$ cat config.mk
export PLATFORM = sky130hd
export DESIGN_NAME = nsc_tail
export DESIGN_NICKNAME = d
export VERILOG_FILES = /design/src/hw/rtl/nsc_pkg.sv /design/src/hw/rtl/nsc_tail.sv
export SDC_FILE = /design/constraint.sdc
export NUM_CORES = 1
export LEC_CHECK = 0
export BUFFER_PORTS_ARGS = -buffer_cell sky130_fd_sc_hd__buf_4
export CAP_MARGIN = 20
export CORE_AREA = 2 2 260 262
export CTS_CLUSTER_DIAMETER = 50
export CTS_CLUSTER_SIZE = 10
export DETAILED_ROUTE_END_ITERATION = 10
export DIE_AREA = 0 0 262 264
export MAX_ROUTING_LAYER = met4
export PLACE_DENSITY_LB_ADDON = 0.08
export SKIP_LAST_GASP = 1
export SLEW_MARGIN = 25
export SYNTH_ARGS = -nofsm -noshare
export SYNTH_HDL_FRONTEND = slang
export SYNTH_SLANG_ARGS = --single-unit
$ cat constraint.sdc
create_clock -name clk -period 6.2 [get_ports clk]
set_input_delay 0.31 -clock clk [delete_from_list [all_inputs] [get_ports clk]]
set_output_delay 0.31 -clock clk [all_outputs]
set_load 0.02 [all_outputs]
$ cat src/hw/rtl/nsc_pkg.sv
`default_nettype none

package nsc_pkg;

  localparam int MAX_SAMPLES_DEF = 64;
  localparam int NUM_CLASSES_DEF = 16;
  localparam int RADIUS_RESET    = 10;
  localparam int RADIUS_W        = 9;
  localparam int DIST_W          = 18;

  typedef logic [2:0] op_t;

  localparam op_t OP_ADD       = 3'd0;
  localparam op_t OP_CLR_SMP   = 3'd1;
  localparam op_t OP_SET_COL   = 3'd2;
  localparam op_t OP_CLASSIFY  = 3'd3;
  localparam op_t OP_CLR_COL   = 3'd4;

  // One beat travelling down the sample chain.
  typedef struct packed {
    logic              vld;
    op_t               op;
    logic              ok;
    logic [3:0]        cls;    // class to store, or best class so far
    logic [7:0]        blue;
    logic [7:0]        green;
    logic [7:0]        red;
    logic [DIST_W-1:0] bound;  // current squared-distance bound
  } tok_t;

endpackage

`default_nettype wire

$ cat src/hw/rtl/nsc_tail.sv
`default_nettype none

module nsc_tail import nsc_pkg::*; #(
  parameter int NUM_CLASSES = NUM_CLASSES_DEF
) (
  input  wire logic clk,
  input  wire logic rst,
  input  wire logic en,
  input  wire tok_t tok_in,
  output logic       out_valid,
  output logic [3:0] found_class,
  output logic [7:0] out_blue,
  output logic [7:0] out_green,
  output logic [7:0] out_red,
  output logic       ok
);

  localparam int CIW = $clog2(NUM_CLASSES);
  localparam int XW  = (CIW > 4) ? CIW : 4;

  logic [23:0]            col_mem [NUM_CLASSES];
  logic [NUM_CLASSES-1:0] col_vld;
  logic [XW-1:0]          cls_x;
  logic [CIW-1:0]         cls_idx;
  logic                   in_range;
  logic [23:0]            rd_col;

  assign cls_x    = XW'(tok_in.cls);
  assign cls_idx  = cls_x[CIW-1:0];
  assign in_range = int'(tok_in.cls) < NUM_CLASSES;

  always_comb begin
    rd_col = 24'd0;
    if (in_range && col_vld[cls_idx]) begin
      rd_col = col_mem[cls_idx];
    end
  end

  always_ff @(posedge clk) begin
    if (rst) begin
      out_valid <= 1'b0;
      col_vld   <= '0;
    end else if (en) begin
      out_valid <= tok_in.vld;
      if (tok_in.vld && (tok_in.op == OP_SET_COL) && tok_in.ok) begin
        col_vld[cls_idx] <= 1'b1;
      end
      if (tok_in.vld && (tok_in.op == OP_CLR_COL)) begin
        col_vld <= '0;
      end
    end
  end

  always_ff @(posedge clk) begin
    if (en && tok_in.vld && (tok_in.op == OP_SET_COL) && tok_in.ok) begin
      col_mem[cls_idx] <= {tok_in.red, tok_in.green, tok_in.blue};
    end
    if (en) begin
      ok <= tok_in.ok;
      if (tok_in.op == OP_CLASSIFY) begin
        found_class <= tok_in.cls;
        {out_red, out_green, out_blue} <= rd_col;
      end else begin
        found_class <= 4'd0;
        {out_red, out_green, out_blue} <= 24'd0;
      end
    end
  end

endmodule

`default_nettype wire

# Yosys cells after proc, flatten, opt, wreduce, memory -nomap -nowiden
# Memories as Yosys holds them, arrays and structs flattened. A register that Yosys moved wholly into a read port is not among the register bits.
# Index checks and enable logic that the tools add are counted.
# classes
n_reduce_logical	11
n_eq_ne	3
order_cmp	2
mux	8
bitwise_logic	1
# ops
operator	n
16-bit 2-to-1 mux	2
16-bit OR	1
1-bit logical AND	7
3-bit by 2-bit == test with 1-bit output (second input constant)	2
4-bit by 5-bit less-than comparator with 1-bit output (second input constant)	1
1-bit binary-select mux with 4-bit select	1
1-bit demux with 4-bit select	1
4-bit by 1-bit greater-or-equal comparator with 1-bit output (second input constant)	1
1-bit 2-to-1 mux	4
2-bit AND reduction	2
3-bit == test (second input constant)	1
2-bit nonzero test	1
1-bit logical NOT	1
# totals
ram_bits	384
n_memories	1
ff_bits	22
in_bits	54
# mem_list
name	depth	width	rd	rd_clocked_by_memory_dff	write_ports	line_no	rtl
col_mem	16	24	1	1	1	nsc_tail.sv:21	logic [23:0] col_mem [NUM_CLASSES];

# Logic depth before layout (Yosys ltp)
# Gate-level depths: netlist (run 1).
# depth
ltp_word	7
mapped_depth	7

# Least setup slack after synthesis (run 1)
# No wires, ideal clock.
# synth_timing
path_type	input-to-reg
from	input port tok_in[42] (netlist bit)
to	memory col_mem[1][0] (enable)
cell_stages	6
setup_time_ns	0.435
arrival_ns	2.840
slack_ns	2.924
path_buffers	4
path_cell_list	buf_6 -> buf_6 -> buf_2 -> buf_2 -> nand3b_1 -> nor3_1
# synth_lines
item	line_no	rtl
start: declaration	nsc_tail.sv:9	input wire tok_t tok_in,
end: declaration	nsc_tail.sv:21	
# No word-level cell before the write port.

# Worst setup path after layout (run 1)
# layout_timing
from	input port tok_in[43] (netlist bit)
to	memory col_mem[10][1] (enable)
# No word-level cell before the write port.

==> metrics, run 1 <==
CTS tree built; Root Buffer clkbuf_16; Hold Crit Class in2reg; Initial Util 24.7%; Syn Inst Count ~730; number of synthesis warnings 0; Rel. slew slack slightly below 40%; FP Rows 95; flip-flop and latch area approximately 13000 um^2; Worst Hold End found_class[3]$_SDFFCE_PP0P_; die height approximately 260 um; async set or reset register ratio after synthesis 0%; Final Max Slew Viols 0; number of buffers added for setup after CTS 0; Port Buf Inserts 65; largest net degree at the start of global routing 41; DR DRC count 0; mapped cell area approximately 16000 um^2; CTS Buffer Depth 3; clk slew on worst S/H paths 0.05 ns; DIE AREA 69200 um^2; Yosys reg bits 430; initial antenna violation count 0; Clock Latency Late Sink 0.60 ns; RSZ-0062 raised after global routing false; status finished, final reports clean; Layout area overhead 21.9%; Critical Path RT 6.45 ns; Worst Setup SP tok_in[43]; minimum clock period around 2.6 ns; Reg2Reg Depth 4; Worst Hold Launch tok_in[45]; synth top area cells edfxtp_1 75%, mux4_2 14%, a22oi_1 2.4%; register area share after synthesis about 77%; Max Fclk 379 MHz; crit path launch type input port; Slew @ Worst Pin 0.914 ns; crit path DAT 2.89 ns; critical path endpoint category flop; final worst slack 3.56 ns; DR iter-0 viols 494; Num CTS Buffers 56; Max IR drop VDD 212 uV; post-synth top area share roughly three quarters; multi-input logic area between 3000 and 4000 um^2; Overall Global Routing Usage 13.1%; reg2reg end out_green[0]$_SDFFCE_PN0P_; Pre-antenna DRT Iters 4; synthesized area per cell 22.4 um^2; Die W about 260 um; Post-synth EDFFs between 400 and 500; number of H-tree levels 2; most common library cells after synthesis 413 x edfxtp_1, 99 x mux4_2, 52 x a22oi_1; drt total wl about 43 mm; nets 922; share of post-route cells with drive strength above 1 34.3%; FF-to-FF Start col_vld[3]$_SDFFE_PP0P_; Final Hold Viols 0; Crit Path Max Fanout 40; LEAKAGE 6.25 nW; Vias/cell 4.49; Core Region 66600 um^2; Net Count, Synth 787; IO Pins 84; vias in the first global route 8623; CTS sink cnt 430; Final setup viols 0; hold slack 0.265 ns; P per Cell Area roughly 320 nW/um^2; GPL Wtd Cong 0.689; post-DP HPWL around 23 mm; routed vias around 8000; period utilization 42.6%; # diodes 0; flop2flop setup slack slightly above 4 ns; fill count 6419; kind of critical path in2reg; DP Worst Slack 2.84 ns; Overflow after GRT 0; DP Area 18100 um^2; Max Cap Viol 0; setup TNS 0 ns; routed len/inst 24.4 um; count leader, synth edfxtp_1; post-layout util 30.1%; hold path cells 2; fin area 20100 um^2; Yosys cell types 26; Final Skew approximately 0.028 ns; antenna-violating nets left 0; first-pass GRT wire length approximately 62 mm; commonest register cell after synthesis edfxtp_1; leading area contributor after synthesis edfxtp_1
-- worst max-delay path by stage --
stage / cells past startpoint / endpoint / slack, ns
after floorplan: 6 / col_mem[1][0]$_DFFE_PP_ / 2.92
after global placement: 5 / col_mem[10][19]$_DFFE_PP_ / 2.93
after detailed placement: 5 / col_mem[10][19]$_DFFE_PP_ / 2.84
after CTS: 5 / col_mem[10][1]$_DFFE_PP_ / 3.50
after global routing: 5 / col_mem[10][1]$_DFFE_PP_ / 3.42
final: 5 / col_mem[10][1]$_DFFE_PP_ / 3.56
-- cells by family after synthesis --
kind of cell           after synthesis  synth area share (%)
flip-flops                         430                  77.5
buffers and inverters               45                  1.86
multiplexers                       103                  13.8
AND/OR/NAND/NOR                     61                  1.94
AO/OA/AOI/OAI                       94                  4.93
-- layout by cell type (no fill, tap or decap), types with 2 or more instances in the layout --
cell and n:
mux2i_1 3, nor2b_1 2, clkinv_4 3, mux4_2 99, edfxtp_1 413, clkbuf_8 3
o21a_1 16, clkbuf_16 58, a22oi_1 52, nand2b_1 4, clkinv_1 5, dfxtp_1 17
and2_1 6, clkbuf_1 15, nor2_4 12, nor3_1 4, buf_4 93, o211ai_1 4
and3b_1 3, nor3_2 4, inv_6 2, nor2_1 14, nand2_1 3, nand3_1 2
clkinvlp_4 3, dlygate4sd3_1 27, nand3b_1 3, a22oi_2 20
-- timing repair --
item,in CTS,in global routing
hold endpoints to repair,374,0
gates resized for setup,0,0
hold buffers,27,0
-- through the flow --
| stage | instances | power [mW] |
|---|---|---|
| global placement | 1655 | 3.51 |
| detailed placement | 1656 | 3.52 |
| floorplan | 733 | 3.40 |
| global route | 1775 | 6.64 |
| CTS | 1775 | 6.52 |
| finish | 1775 | 6.41 |
-- sequential cells by signal (all words and copies together) (netlist names) --
register	count
col_vld	16
col_mem	384
out_valid	1
found_class	4
out_blue	8
ok	1
out_red	8
out_green	8
-- routing by layer --
layer	GRT usage, %	vias to the layer above	wire length [um]
met3	2.30	70	2050
met5	-	-	0
li1	-	3406	-
met4	4.28	0	1000
met1	16.8	4291	19000
met2	21.1	202	21300
-- power breakdown --
group          total [mW]  switching [mW]  internal [mW]
clock                2.95            1.17           1.77
combinational       0.268           0.158          0.110
sequential           3.20         0.00400           3.19
total                6.41            1.34           5.07
-- cell type report --
class | instances | area share, %
sequential | 430 | 63.5
clock inverter | 16 | 0.680
multi-input combinational | 258 | 17.7
timing repair buffer | 122 | 4.98
clock buffer | 76 | 7.72
tap | 873 | 5.44
-- critical path, cell delays in order --
cell	delay (ns)
buf_4	0.44
buf_4	0.65
nand3b_1	0.45
nor2_4	0.53
buf_4	0.45
Note: power is estimated with default switching activity, not from simulation.
==> run 2: changes to the inputs <==
==> constraint.sdc (replaced) <==
create_clock -name clk -period 2.7 [get_ports clk]
set_input_delay 0.135 -clock clk [delete_from_list [all_inputs] [get_ports clk]]
set_output_delay 0.135 -clock clk [all_outputs]
set_load 0.02 [all_outputs]
==> run 2 against run 1 <==
- cell area up 1.3%
- sequential share of layout area down 0.81 points
- die area unchanged
- worst hold slack worse by 0.14 ns
- utilization up 0.39 points
- worst setup slack worse by 3.2 ns
- non-clock buffer count up 10
- clock power up 130%
- global-route usage up 0.13 points
- combinational power up 140%
- largest cell class unchanged
- largest power group unchanged
==> metrics, run 2 (synthesis results as in run 1) <==
status finished, final reports clean; GPL Wtd Cong 0.693; routed vias 7917; Pre-antenna DRT Iters 4; Final Skew 0.0185 ns; most common cell after layout, fill and taps aside edfxtp_1; Overflow after GRT 0; post-layout util 30.5%; Initial Util approximately 25%; Max Cap Viol 0; # diodes 0; Crit path largest cell delay 0.56 ns; Max Fclk between 400 and 500 MHz; largest net degree at the start of global routing 36; flop2flop setup slack 0.87 ns; Hold Crit Class in2reg; fill count 6411; first-pass GRT wire length 62.8 mm; Rel. slew slack 34.3%; period utilization 86.1%; Reg2Reg Depth 4; DP Worst Slack 0.200 ns; Biggest register col_mem; kind of critical path in2reg; DR iter-0 viols 519; Max IR drop VDD 538 uV; IO Pins 84; CTS sink cnt 430; placed insts 1666; flip-flop and latch area between 10000 and 15000 um^2; routed len/inst 24.5 um; minimum clock period 2.33 ns; crit path DAT 2.60 ns; crit path launch type input port; die height roughly 260 um; share of post-route cells with drive strength above 1 around a third; P per Cell Area 725 nW/um^2; post-DP HPWL 24.1 mm; Final Max Slew Viols 0; number of H-tree levels 2; final worst slack around 0.37 ns; Slew @ Worst Pin 0.983 ns; RSZ-0062 raised after global routing false; DIE AREA 69200 um^2; Largest register FFs 384; most frequent CP cell buf_4; reg2reg end out_red[7]$_SDFFCE_PN0P_; Port Buf Inserts 65; setup TNS 0 ns; Root Buffer clkbuf_16; FF-to-FF Start col_vld[7]$_SDFFE_PP0P_; Crit Path Max Fanout 13; most frequent cells in the layout 413 x edfxtp_1, 99 x mux4_2, 91 x buf_4; Final Hold Viols 0; initial antenna violation count 0; FP Rows 95; Layout area overhead 23.5%; Die W 262 um; antenna-violating nets left 0; Slowest cell on crit path nor2_4; Post-Layout Cell Count approximately 1800; CTS Buffer Depth 3; critical path endpoint category flop; clk slew on worst S/H paths roughly 0.050 ns; vias in the first global route 8837; CP cell instances dlygate4sd3_1 > buf_4 > and3b_1 > and2_1 > nand3b_1 > nor2_4 > buf_4; DR DRC count 0; nets 932; Core Region 66600 um^2; Largest regs col_mem (384), col_vld (16); Num CTS Buffers 56; hold path cells 2; multi-input logic area ~3600 um^2; LEAKAGE between 6 and 7 nW; Overall Global Routing Usage between 10% and 20%; drt total wl about 44 mm; Vias/cell 4.45; Final setup viols 0; CTS tree built; crit path to col_mem[10][9]$_DFFE_PP_; Worst Setup SP tok_in[46]; Clock Latency Late Sink 0.60 ns; Critical Path RT 2.97 ns
-- run 2: cell count changes in the layout (fill, tap and decap cells not counted), sizes merged --
| cell | delta |
|---|---|
| buf | +10 |
| clkbuf | -10 |
| bufinv | +1 |
| clkinv | +1 |
| inv | +1 |
-- run 2: worst min-delay path by stage --
| stage | startpoint | slack (ns) | end |
|---|---|---|---|
| after floorplan | rst | 0.21 | out_valid$_SDFFE_PP0P_ |
| after global placement | rst | 0.31 | out_valid$_SDFFE_PP0P_ |
| after detailed placement | rst | 0.32 | out_valid$_SDFFE_PP0P_ |
| after CTS | tok_in[43] | 0.09 | found_class[1]$_SDFFCE_PP0P_ |
| after global routing | tok_in[43] | 0.11 | found_class[1]$_SDFFCE_PP0P_ |
| final | tok_in[43] | 0.13 | found_class[1]$_SDFFCE_PP0P_ |
-- run 2: power by group --
| group | switching (mW) | leakage [nW] | total (mW) | internal [mW] |
|---|---|---|---|---|
| Sequential | 0.00896 | 3.89 | 7.34 | 7.33 |
| Combinational | 0.377 | 1.67 | 0.639 | 0.262 |
| Clock | 2.71 | 0.794 | 6.75 | 4.04 |
-- run 2: metrics by stage --
step           area [um^2]  hold WS (ns)  total power, mW
3_3_place_gp         18300         0.308             8.08
4_1_cts              20300        0.0859             15.0
2_1_floorplan        16500         0.207             7.81
5_1_grt              20300         0.113             15.3
6_report             20300         0.128             14.7
3_5_place_dp         18400         0.315             8.10
-- run 2: critical path, delay by kind of cell --
family                 cells  cell delay, ns
and+or+nand+nor            4            1.46
buffers and inverters      3            1.00
-- run 2: repair_timing --
| item | CTS | global route |
|---|---|---|
| endpoints found under the setup margin | 0 | 0 |
| buffers inserted | 0 | 0 |
| hold buffers | 27 | 0 |
| resized for setup | 0 | 0 |
| endpoints found under the hold margin | 386 | 0 |
-- run 2: routing by layer --
layer  up-vias  global-route usage (%)  share of wire, %
met5         -                       -                 0
met1      4261                    16.5                43
met2       181                    21.8                50
met4         0                    3.94               2.3
met3        67                    2.72               4.4
li1       3408                       -                 -
-- run 2: cell type report --
| type | count | share of cell area, % |
|---|---|---|
| tap | 873 | 5.38 |
| timing repair buffer | 132 | 6.18 |
| clock buffer | 66 | 7.29 |
| clock inverter | 19 | 0.850 |
| multi-input combinational | 258 | 17.6 |
| sequential | 430 | 62.7 |
