--- src/hw/rtl/nsc_pkg.sv ---
`default_nettype none

package nsc_pkg;

  localparam int MAX_SAMPLES_DEF = 64;
  localparam int NUM_CLASSES_DEF = 16;
  localparam int RADIUS_RESET    = 10;
  localparam int RADIUS_W        = 9;
  localparam int DIST_W          = 18;

  typedef logic [2:0] op_t;

  localparam op_t OP_ADD       = 3'd0;
  localparam op_t OP_CLR_SMP   = 3'd1;
  localparam op_t OP_SET_COL   = 3'd2;
  localparam op_t OP_CLASSIFY  = 3'd3;
  localparam op_t OP_CLR_COL   = 3'd4;

  // One beat travelling down the sample chain.
  typedef struct packed {
    logic              vld;
    op_t               op;
    logic              ok;
    logic [3:0]        cls;    // class to store, or best class so far
    logic [7:0]        blue;
    logic [7:0]        green;
    logic [7:0]        red;
    logic [DIST_W-1:0] bound;  // current squared-distance bound
  } tok_t;

endpackage

`default_nettype wire

--- src/hw/rtl/nsc_cell.sv ---
`default_nettype none

module nsc_cell import nsc_pkg::*; #(
  parameter int CNT_W = 7,
  parameter int IDX   = 0
) (
  input  wire logic             clk,
  input  wire logic             rst,
  input  wire logic             en,
  input  wire tok_t             tok_in,
  input  wire logic [CNT_W-1:0] idx_in,
  output tok_t                  tok_out,
  output logic [CNT_W-1:0]      idx_out
);

  logic [7:0]        smp_blue;
  logic [7:0]        smp_green;
  logic [7:0]        smp_red;
  logic [3:0]        smp_cls;
  logic [15:0]       sq_b;
  logic [15:0]       sq_g;
  logic [15:0]       sq_r;
  logic [DIST_W-1:0] d2;
  logic              hit;
  logic              wr;
  tok_t              tok_next;

  function automatic logic [15:0] sq_diff(input logic [7:0] a, input logic [7:0] b);
    logic [7:0] d;
    d = (a > b) ? (a - b) : (b - a);
    return 16'(d) * 16'(d);
  endfunction

  assign sq_b = sq_diff(smp_blue, tok_in.blue);
  assign sq_g = sq_diff(smp_green, tok_in.green);
  assign sq_r = sq_diff(smp_red, tok_in.red);
  assign d2   = DIST_W'(sq_b) + DIST_W'(sq_g) + DIST_W'(sq_r);

  assign wr = en && tok_in.vld && (tok_in.op == OP_ADD) && tok_in.ok &&
              (idx_in == CNT_W'(IDX));

  always_comb begin
    hit = tok_in.vld && (tok_in.op == OP_CLASSIFY) && (idx_in > CNT_W'(IDX)) &&
          (d2 <= tok_in.bound);
    tok_next = tok_in;
    if (hit) begin
      tok_next.bound = d2;
      tok_next.cls   = smp_cls;
    end
  end

  always_ff @(posedge clk) begin
    if (rst) begin
      tok_out.vld <= 1'b0;
    end else if (en) begin
      tok_out <= tok_next;
      idx_out <= idx_in;
    end
  end

  // Capture the sample when its add beat passes this slot.
  always_ff @(posedge clk) begin
    if (wr) begin
      smp_blue  <= tok_in.blue;
      smp_green <= tok_in.green;
      smp_red   <= tok_in.red;
      smp_cls   <= tok_in.cls;
    end
  end

endmodule

`default_nettype wire

--- config.mk ---
export PLATFORM = sky130hd
export DESIGN_NAME = nsc_cell
export DESIGN_NICKNAME = d
export VERILOG_FILES = /design/src/hw/rtl/nsc_pkg.sv /design/src/hw/rtl/nsc_cell.sv
export SDC_FILE = /design/constraint.sdc
export NUM_CORES = 1
export LEC_CHECK = 0
export ABC_AREA = 1
export BUFFER_PORTS_ARGS = -buffer_cell sky130_fd_sc_hd__buf_2
export CAP_MARGIN = 25
export CORE_MARGIN = 4
export CORE_UTILIZATION = 40
export DETAILED_ROUTE_END_ITERATION = 10
export PLACE_DENSITY = 0.64
export SYNTH_ARGS = -nofsm -noshare
export SYNTH_HDL_FRONTEND = slang
export SYNTH_SLANG_ARGS = --single-unit
export TNS_END_PERCENT = 5
--- constraint.sdc ---
create_clock -name clk -period 7.28 [get_ports clk]
set_input_delay 0.364 -clock clk [delete_from_list [all_inputs] [get_ports clk]]
set_output_delay 0.364 -clock clk [all_outputs]
set_load 0.02 [all_outputs]
Yosys cells after proc, flatten, opt, wreduce, memory -nomap -nowiden
Index checks and enable logic that the tools add are counted.
{ "op_classes": {"add_sub_neg": 8, "n_mul": 3, "n_lt_le_gt_ge": 5, "eq_ne": 1, "mux": 5, "bitwise_logic": 1, "n_reduce_logical": 10} }
{ "ops": {"columns": ["operator", "count"], "rows": [
  ["$mul A8 B8 Y16", 3],
  ["$sub A8 B8 Y8", 6],
  ["$gt A8 B8 Y1", 3],
  ["$mux W8", 3],
  ["$add A17 B16 Y18", 1],
  ["$le A18 B18 Y1", 1],
  ["$mux W18", 1],
  ["$add A16 B16 Y17", 1],
  ["$gt A7 B1 Y1 const B", 1],
  ["$logic_and A1 B1 Y1", 7],
  ["$logic_not A7 Y1", 1],
  ["$mux W4", 1],
  ["$eq A3 B2 Y1 const B", 1],
  ["$logic_not A3 Y1", 1],
  ["$reduce_and A2 Y1", 1],
  ["$not A1 Y1", 1]
]} }
{ "word_totals": {"regBits": 86, "out_inout_bits": 58, "word_cells": 46} }

Depth between registers and ports, before layout
Gate-level depths: netlist (run 1).
{ "depth": {"word_depth": 8, "mapped_depth": 49} }

Least setup slack after synthesis (run 1)
OpenSTA, ideal clock, no wires.
{ "synth_path": {"kind": "flip-flop to flip-flop", "from": "reg smp_blue[0]", "to": "reg tok_out[0] (netlist bit), data pin", "arrival_time_ns": 7.717, "required_time_ns": 7.027, "setup_slack_ns": -0.690, "stages_incl_launch_ff": 45, "synth_period_minus_slack_ns": 7.970, "path_cell_list": "edfxtp_1 -> inv_1 -> ha_1 -> inv_1 -> fa_1 -> inv_1 -> o21ai_2 -> nand2_1 -> nand2_2 -> nand2_4 -> inv_2 -> nand2_1 -> nand2_2 -> nor2_2 -> inv_1 -> fa_1 -> inv_1 -> fa_1 -> [9 not listed] -> ha_1 -> nand2_1 -> nand2_1 -> a21oi_1 -> nand2_1 -> nand2_1 -> nand2_1 -> nand2_1 -> nand2_1 -> ha_1 -> nand4_1 -> nor2_1 -> nand3b_1 -> nand3_1 -> nand2_1 -> buf_1 -> nand3_1 -> nand2_1"} }
{ "synth_lines": {"columns": ["item", "line_no", "source"], "rows": [
  ["start: declaration", "nsc_cell.sv:16", "logic [7:0] smp_blue;"],
  ["start signal: assignment", "nsc_cell.sv:64", "smp_blue <= tok_in.blue;"],
  ["end signal: assignment", "nsc_cell.sv:56", "tok_out <= tok_next;"],
  ["end: declaration", "nsc_cell.sv:12", "output tok_t tok_out,"]
]} }

==> results of run 1 <==
[logic make-up (layout without fill, tap and decap cells)]
kind of cell | count (synthesis) | count (layout) | synth area share, %
compound gates | 69 | 69 | 3.550
xor+xnor | 28 | 28 | 2.148
fa+ha+maj | 275 | 275 | 39.21
buf+inv | 383 | 701 | 12.73
flops | 86 | 86 | 22.53
simple gates | 532 | 534 | 19.83
[layout make-up]
| type | count | area (µm²) |
|---|---|---|
| Fill cell | 2657 | 13320 |
| Timing Repair Buffer | 316 | 2118 |
| Inverter | 369 | 1393 |
| Sequential cell | 86 | 2572 |
| Tap cell | 378 | 473.0 |
| Clock buffer | 10 | 239.0 |
| Clock inverter | 6 | 70.07 |
| Multi-Input combinational cell | 906 | 7747 |
[state kept, by name, indices dropped and copies added, names as in the netlist]
signal,cells
tok_out,51
smp_blue,8
smp_green,8
smp_red,8
idx_out,7
smp_cls,4
[path summary, 6_finish.rpt]
path,end,slack [ns],cells after the start,startpoint
worst min-delay path,idx_out[0],0.21,1,idx_in[0]
worst max-delay path,tok_out[0],-0.66,42,smp_blue[0]
worst min register to register,tok_out[50],0.46,2,tok_out[50]
worst max register to register,tok_out[0],-0.66,42,smp_blue[0]
[worst register-to-register path: cells and delay by family, from the launching register on]
kind	cells	cell delay (ns)
buf+inv	10	0.73
compound gates	2	0.13
simple gates	19	1.83
flops	1	0.39
fa+ha+maj	11	4.62
[repair_timing]
action,4_1_cts,5_1_grt
cloned,2,0
pin swaps,16,10
gates resized for setup,30,30
setup endpoints to repair,22,22
buffers inserted,1,1
[stage by stage]
stage | cell area, µm² | instances | hold WS, ns | worst slack [ns] | utilization (%)
2_1_floorplan | 11590 | 1373 | 0.4331 | -0.2272 | -
3_3_place_gp | 14080 | 2051 | 0.4476 | -0.7689 | 50.39
3_5_place_dp | 14080 | 2051 | 0.4573 | -0.8656 | 50.39
4_1_cts | 14500 | 2070 | 0.1927 | -0.6784 | 51.89
5_1_grt | 14610 | 2071 | 0.1904 | -1.183 | 52.31
6_report | 14610 | 2071 | 0.2051 | -0.6586 | 52.31
[placed cells by master (no fill, tap or decap), drive strengths merged]
| cell type | instances |
|---|---|
| inv | 370 |
| nand2 | 329 |
| buf | 316 |
| fa | 138 |
| ha | 137 |
| nor2 | 115 |
| edfxtp | 85 |
| nand3 | 66 |
| a21oi | 41 |
| xor2 | 20 |
| nand4 | 14 |
| o21ai | 13 |
| clkbuf | 10 |
| xnor2 | 8 |
| o21a | 6 |
| o21bai | 6 |
| clkinv | 4 |
| nand3b | 3 |
| nor3 | 3 |
| a21o | 2 |
| nor4 | 2 |
| or2 | 1 |
| o211ai | 1 |
| and3 | 1 |
| bufinv | 1 |
| dfxtp | 1 |
[per-layer routing]
layer	part of all wire [%]	up-vias	track usage, %
li1	-	4776	-
met1	44	4433	22.33
met2	50	221	32.63
met3	4.8	26	2.521
met4	1.3	0	3.353
met5	0	-	0
==> summary.md, run 1 <==
| Metric | Value |
|---|---|
| Final setup violation count | 22 |
| Sink Count | 86 |
| Final max-slew violation count | 0 |
| Slowest cell delay on critical path | 0.58 ns |
| Min Clock Period, post-route | 7.939 ns |
| Die H | 177.0 µm |
| Clock Pin Slew Worst Setup and Hold Paths | 0.07 ns |
| All-Layer GR Usage | 17.73% |
| Gr ovfl total | 0 |
| Clk_lat worst skew | 0.35 ns |
| CTS Hold Bufs | 0 |
| Mapped Nets | 1709 |
| Final #Nets | 2024 |
| RSZ-0062 raised after global routing | true |
| Yosys reg bits | 86 |
| First-pass detailed-route iteration total | 5 |
| Post-detailed-routing wire length | 26670 µm |
| Worst setup margin | -0.6586 ns |
| Most frequent cell after synthesis | inv_1 |
| Synth area leader | fa_1 |
| Ranking of synthesized cells by area | fa_1 (24%), edfxtp_1 (22%), ha_1 (15%) |
| Detailed Place HPWL | 23100 µm |
| Pin count of the biggest net entering global routing | 58 |
| DRC | 0 |
| Htree depth | 3 |
| Crit-path most repeated cell | fa_1 |
| Final hold viol count | 0 |
| Initial antenna violation count | 0 |
| WS Path Type | flip-flop to flip-flop |
| Final setup TNS | -14.22 ns |
| Clock skew | 0.01322 ns |
| Synth top cells by count | inv_1 (356), nand2_1 (304), fa_1 (138) |
| Post-synth cell types | 35 |
| Sequential area share after synthesis | 22.53% |
| Number of flops mapped to enable cells by yosys | 85 |
| Global-route wire length before repair | 45460 µm |
| RePlAce Congestion | 0.9108 |
| Worst slew margin | 50.21% |
| Vias in the first global route | 9804 |
| Synth Warn # | 0 |
| Area grow syn2layout | 27.98% |
| Delay-heaviest family, CP | adder cells |
| Max Fclk | 126.0 MHz |
| Via count | 9456 |
| Vias/cell | 4.566 |
| Rows | 61 |
| Max_cap viols | 0 |
| Layout cells sized above 1 | 27.41% |
| Port bufs | 118 |
| Period utilization | 109.0% |
| CP arrival | 8.03 ns |
| Least-Margin Pin Slew | 0.7468 ns |
| Io pins | 119 |
| Worst path slowest cell | fa_1 |
| Mean area per synthesized cell | 8.316 µm² |
| Mapped cell area | 11420 µm² |
| Total core area | 27930 µm² |
| Max FO, Critical Path | 22 |
| Post-synth top flop | edfxtp_1 |
| Req. time, crit path | 7.37 ns |
| Die footprint | 31310 µm² |
| CP Launch Type | flip-flop |
| Crit path buf inv count | 10 |
| Failing checks | negative setup slack |
| CTS tree | yes |
| Bufs on Longest Clock Path | 2 |
| Asr flop ratio synth | 0% |
| Final ANT Viol Nets | 0 |
| Crit. End Element | flip-flop |
| Hold Path Class | primary input to flip-flop |
| Initial DRC Count | 428 |
| Yosys top cell area share | 24.19% |
| Inserted Clock Buffers | 9 |
| Starting Density | 40.88% |
| Die Width | 177.0 µm |
| Root Buffer | clkbuf_16 |
| Antenna cell count | 0 |
| Status | finished with violations |
| Synthesized instance count | 1373 |
| Drt wl/cell | 12.88 µm |
Power of run 1 is left out: the tool's default activity adds up to more than one toggle a clock period on the data nets, which glitch-free logic cannot reach.
==> inputs of run 2 (changes only) <==
Settings changed: CTS_BUF_LIST set to sky130_fd_sc_hd__clkbuf_2 sky130_fd_sc_hd__clkbuf_4 sky130_fd_sc_hd__clkbuf_8.
==> summary.md, run 2 (synthesized netlist as in run 1, its figures left out) <==
| Metric | Value |
|---|---|
| RePlAce Congestion | 0.9108 (unchanged) |
| Rows | 61 (unchanged) |
| Initial antenna violation count | 0 (unchanged) |
| Starting Density | 40.88% (unchanged) |
| Fin util | 52.29% (was 52.31%) |
| Final max-slew violation count | 0 (unchanged) |
| Crit. End Element | flip-flop (unchanged) |
| Final #Nets | 2027 (was 2024) |
| Hold path depth | 1 (unchanged) |
| Bufs on Longest Clock Path | 2 (unchanged) |
| Setup slack, reg-to-reg | -0.70 ns (was -0.66 ns) |
| Final ANT Viol Nets | 0 (unchanged) |
| Cells after DPL | 2051 (unchanged) |
| Vias in the first global route | 9793 (was 9804) |
| Final setup violation count | 22 (unchanged) |
| Global-route wire length before repair | 45350 µm (was 45460 µm) |
| CP arrival | 8.10 ns (was 8.03 ns) |
| Least-Margin Pin Slew | 0.7413 ns (was 0.7468 ns) |
| Max FO, Critical Path | 11 (was 22) |
| Clock Pin Slew Worst Setup and Hold Paths | 0.10 ns (was 0.07 ns) |
| RSZ-0062 raised after global routing | true (unchanged) |
| Most frequent cells in the layout | inv_1 (341), nand2_1 (280), buf_4 (196), fa_1 (125), ha_1 (123) (was inv_1 (348), nand2_1 (281), buf_4 (194), ha_1 (127), fa_1 (125)) |
| Pin count of the biggest net entering global routing | 58 (unchanged) |
| Htree depth | 3 (unchanged) |
| Drt wl/cell | 12.89 µm (was 12.88 µm) |
| Largest register FFs | 51 (unchanged) |
| Gr ovfl total | 0 (unchanged) |
| Hold Path Class | primary input to flip-flop (unchanged) |
| CTS tree | yes (unchanged) |
| Most common cell after layout, fill and taps aside | inv_1 (unchanged) |
| Io pins | 119 (unchanged) |
| Worst r2r path cells | 43 (was 42) |
| Max_cap viols | 0 (unchanged) |
| Non-filler cells, final | 2074 (was 2071) |
| Port bufs | 118 (unchanged) |
| Root Buffer | clkbuf_8 (was clkbuf_16) |
| Worst slew margin | 50.58% (was 50.21%) |
| Failing checks | negative setup slack (unchanged) |
| Die footprint | 31310 µm² (unchanged) |
| Sink Count | 86 (unchanged) |
| Worst setup margin | -0.6973 ns (was -0.6586 ns) |
| Max Fclk | 125.4 MHz (was 126.0 MHz) |
| Seq. cell area | 2572 µm² (unchanged) |
| FILL cells | 2656 (was 2657) |
| Worst path slowest cell | fa_1 (unchanged) |
| Die Width | 177.0 µm (unchanged) |
| Min Clock Period, post-route | 7.977 ns (was 7.939 ns) |
| CP Launch Type | flip-flop (unchanged) |
| DRC | 0 (unchanged) |
| Initial DRC Count | 436 (was 428) |
| Die H | 177.0 µm (unchanged) |
| Inserted Clock Buffers | 9 (unchanged) |
| Total core area | 27930 µm² (unchanged) |
| Slowest cell delay on critical path | 0.57 ns (was 0.58 ns) |
| Crit-path most repeated cell | nand2_1 (was fa_1) |
| All-Layer GR Usage | 17.70% (was 17.73%) |
| Multi-input logic area | 7804 µm² (was 7747 µm²) |
| Clk_lat worst skew | 0.37 ns (was 0.35 ns) |
| First-pass detailed-route iteration total | 5 (unchanged) |
| Clock skew | 0.01510 ns (was 0.01322 ns) |
| Status | finished with violations (unchanged) |
| Final hold viol count | 0 (unchanged) |
| Largest Register | tok_out (unchanged) |
| Area grow syn2layout | 27.93% (was 27.98%) |
| WS Path Type | flip-flop to flip-flop (unchanged) |
| Antenna cell count | 0 (unchanged) |
| Detailed Place HPWL | 23100 µm (unchanged) |
| Via count | 9453 (was 9456) |
| Period utilization | 109.6% (was 109.0%) |
| Post-detailed-routing wire length | 26740 µm (was 26670 µm) |
| Req. time, crit path | 7.41 ns (was 7.37 ns) |
| Vias/cell | 4.558 (was 4.566) |
| Layout cells sized above 1 | 28.36% (was 27.41%) |
| Worst Hold Margin | 0.1720 ns (was 0.2051 ns) |
[run 2: cell count changes in the layout (fill, tap and decap cells not counted), sizes merged]
cell,before,now
buf,316,318
clkbuf,10,11
[run 2: per-stage QoR]
stage               TNS, ns  setup WS, ns  cell area, µm²
floorplan            -4.746       -0.2272           11590
finish               -14.74       -0.6973           14610
CTS                  -14.99       -0.7048           14370
detailed placement   -18.43       -0.8656           14080
global placement     -16.46       -0.7689           14080
global route         -24.74        -1.151           14610
[run 2: area by class of cell]
cell class	count	share of cell area [%]
Tap cell	378	3.238
Clock inverter	6	0.4797
Clock buffer	10	0.9422
Timing Repair Buffer	319	14.78
Inverter	369	9.533
Multi-Input combinational cell	906	53.42
Sequential cell	86	17.61
[run 2: worst paths after layout]
kind / start / endpoint
max: smp_red[0] / tok_out[0]
min: idx_in[0] / idx_out[0]
max reg2reg: smp_red[0] / tok_out[0]
min reg2reg: tok_out[50] / tok_out[50]
[run 2: critical path: cells and delay by family, from the launching register on]
family / cells / cell delay, ns
adder cells (fa/ha/maj): 11 / 4.65
buffers and inverters: 9 / 0.62
flip-flops: 1 / 0.42
AO/OA/AOI/OAI: 2 / 0.19
AND/OR/NAND/NOR: 21 / 1.83
[run 2: routing by layer]
layer | up-vias | GRT usage [%] | share of wire (%)
li1 | 4779 | - | -
met1 | 4457 | 22.35 | 44
met3 | 26 | 2.371 | 4.3
met2 | 191 | 32.52 | 50
met4 | 0 | 3.514 | 1.3
met5 | - | 0 | 0
[run 2: timing repair]
item / 4_1_cts / 5_1_grt
buffers inserted: 1 / 3
hold endpoints to repair: 0 / 0
endpoints found under the setup margin: 22 / 22
hold buffers: 0 / 0
cloned: 1 / 2
pin swaps: 10 / 35
resized for setup: 23 / 55
Power of run 2 is left out for the same reason.
==> inputs of run 3 (changes only) <==
Settings changed: SKIP_CTS_REPAIR_TIMING set to 1.
==> summary.md, run 3 (synthesized netlist as in run 1, its figures left out) <==
| Metric | Value |
|---|---|
| Worst slew margin | 50.57% (was 50.58%) |
| Max Fclk | 125.1 MHz (was 125.4 MHz) |
| Status | finished with violations (unchanged) |
| FILL cells | 2666 (was 2656) |
| CP Launch Type | flip-flop (unchanged) |
| Period utilization | 109.8% (was 109.6%) |
| Post-detailed-routing wire length | 26580 µm (was 26740 µm) |
| Initial DRC Count | 421 (was 436) |
| Gr ovfl total | 0 (unchanged) |
| Drt wl/cell | 12.82 µm (was 12.89 µm) |
| Clock skew | 0.01361 ns (was 0.01510 ns) |
| Initial antenna violation count | 0 (unchanged) |
| Max FO, Critical Path | 14 (was 11) |
| RePlAce Congestion | 0.9108 (unchanged) |
| Final #Nets | 2026 (was 2027) |
| Worst path slowest cell | fa_1 (unchanged) |
| WS Path Type | flip-flop to flip-flop (unchanged) |
| Rows | 61 (unchanged) |
| Port bufs | 118 (unchanged) |
| Detailed Place HPWL | 23100 µm (unchanged) |
| Vias/cell | 4.556 (was 4.558) |
| Pin count of the biggest net entering global routing | 58 (unchanged) |
| Bufs on Longest Clock Path | 2 (unchanged) |
| Req. time, crit path | 7.41 ns (about the same) |
| Most common cell after layout, fill and taps aside | inv_1 (unchanged) |
| Clock Pin Slew Worst Setup and Hold Paths | 0.10 ns (about the same) |
| Inserted Clock Buffers | 9 (unchanged) |
| Final ANT Viol Nets | 0 (unchanged) |
| Placed standard-cell area | 14080 µm² (unchanged) |
| Multi-input logic area | 7735 µm² (was 7804 µm²) |
| Min Clock Period, post-route | 7.996 ns (was 7.977 ns) |
| CTS tree | yes (unchanged) |
| Largest Register | tok_out (unchanged) |
| Starting Density | 40.88% (unchanged) |
| Die H | 177.0 µm (unchanged) |
| Seq. cell area | 2572 µm² (unchanged) |
| Met3 WL | 1142 µm (was 1138 µm) |
| Final setup TNS | -15.36 ns (was -14.74 ns) |
| DR WL met2 | 13340 µm (was 13460 µm) |
| Max_cap viols | 0 (unchanged) |
| Via count | 9444 (was 9453) |
| Die Width | 177.0 µm (unchanged) |
| Slowest cell delay on critical path | 0.57 ns (about the same) |
| DRC | 0 (unchanged) |
| Uppermost layer routed | met4 (unchanged) |
| Clk_lat worst skew | 0.38 ns (was 0.37 ns) |
| Layout cells sized above 1 | 27.14% (was 28.36%) |
| Htree depth | 3 (unchanged) |
| Global-route wire length before repair | 45030 µm (was 45350 µm) |
| Area grow syn2layout | 27.05% (was 27.93%) |
| Metal-1 WL | 11760 µm (was 11780 µm) |
| All-Layer GR Usage | 17.58% (was 17.70%) |
| CP arrival | 8.12 ns (was 8.10 ns) |
| Hold Path Class | primary input to flip-flop (unchanged) |
| Io pins | 119 (unchanged) |
| Sink Count | 86 (unchanged) |
| Cells after DPL | 2051 (unchanged) |
| Least-Margin Pin Slew | 0.7415 ns (was 0.7413 ns) |
| Root Buffer | clkbuf_8 (unchanged) |
| Vias in the first global route | 9689 (was 9793) |
| Total core area | 27930 µm² (unchanged) |
| Non-filler cells, final | 2073 (was 2074) |
| Crit. End Element | flip-flop (unchanged) |
| Failing checks | negative setup slack (unchanged) |
| Most frequent cells in the layout | inv_1 (346), nand2_1 (284), buf_4 (197), fa_1 (128), ha_1 (125) (was inv_1 (341), nand2_1 (280), buf_4 (196), fa_1 (125), ha_1 (123)) |
| Worst setup margin | -0.7159 ns (was -0.6973 ns) |
| Fin area | 14510 µm² (was 14610 µm²) |
| Final setup violation count | 22 (unchanged) |
| Place WS | -0.8656 ns (unchanged) |
| Largest register FFs | 51 (unchanged) |
| Antenna cell count | 0 (unchanged) |
| First-pass detailed-route iteration total | 5 (unchanged) |
| Final hold viol count | 0 (unchanged) |
| Crit-path most repeated cell | nand2_1 (unchanged) |
| Die footprint | 31310 µm² (unchanged) |
| RSZ-0062 raised after global routing | true (unchanged) |
| Final max-slew violation count | 0 (unchanged) |
-- run 3: worst paths after layout --
kind              depth (start not counted)  slack [ns]          end   startpoint
setup reg to reg                         42       -0.72   tok_out[4]   smp_red[0]
setup / recovery                         42       -0.72   tok_out[4]   smp_red[0]
hold reg to reg                           2        0.47  tok_out[50]  tok_out[50]
hold / removal                            1        0.17   idx_out[0]    idx_in[0]
-- run 3: routing by layer --
layer,GRT usage [%],up-vias
met5,0,-
met2,32.17,205
met4,3.417,0
met1,22.35,4442
met3,2.350,24
li1,-,4773
-- run 3: area by class of cell --
class / instances / area share (%)
multi-input cells: 906 / 53.32
flip-flops and latches: 86 / 17.73
repair buffers: 318 / 14.68
inverters: 369 / 9.582
well taps: 378 / 3.260
clock buffers: 10 / 0.9487
clock inverters: 6 / 0.4830
-- run 3: per-stage QoR --
step,hold slack [ns],utilization (%)
floorplan,0.4331,-
global placement,0.4476,50.39
detailed placement,0.4573,50.39
finish,0.1707,51.93
CTS,0.1511,51.14
global route,0.1455,51.93
-- run 3: critical path: cells and delay by family, from the launching register on --
kind / cells / cell delay (ns)
DFF: 1 / 0.42
and+or+nand+nor: 21 / 1.86
AOI/OAI and AO/OA: 1 / 0.13
adders and majority gates: 11 / 4.65
buffers and inverters: 9 / 0.68
Power of run 3 is left out for the same reason.
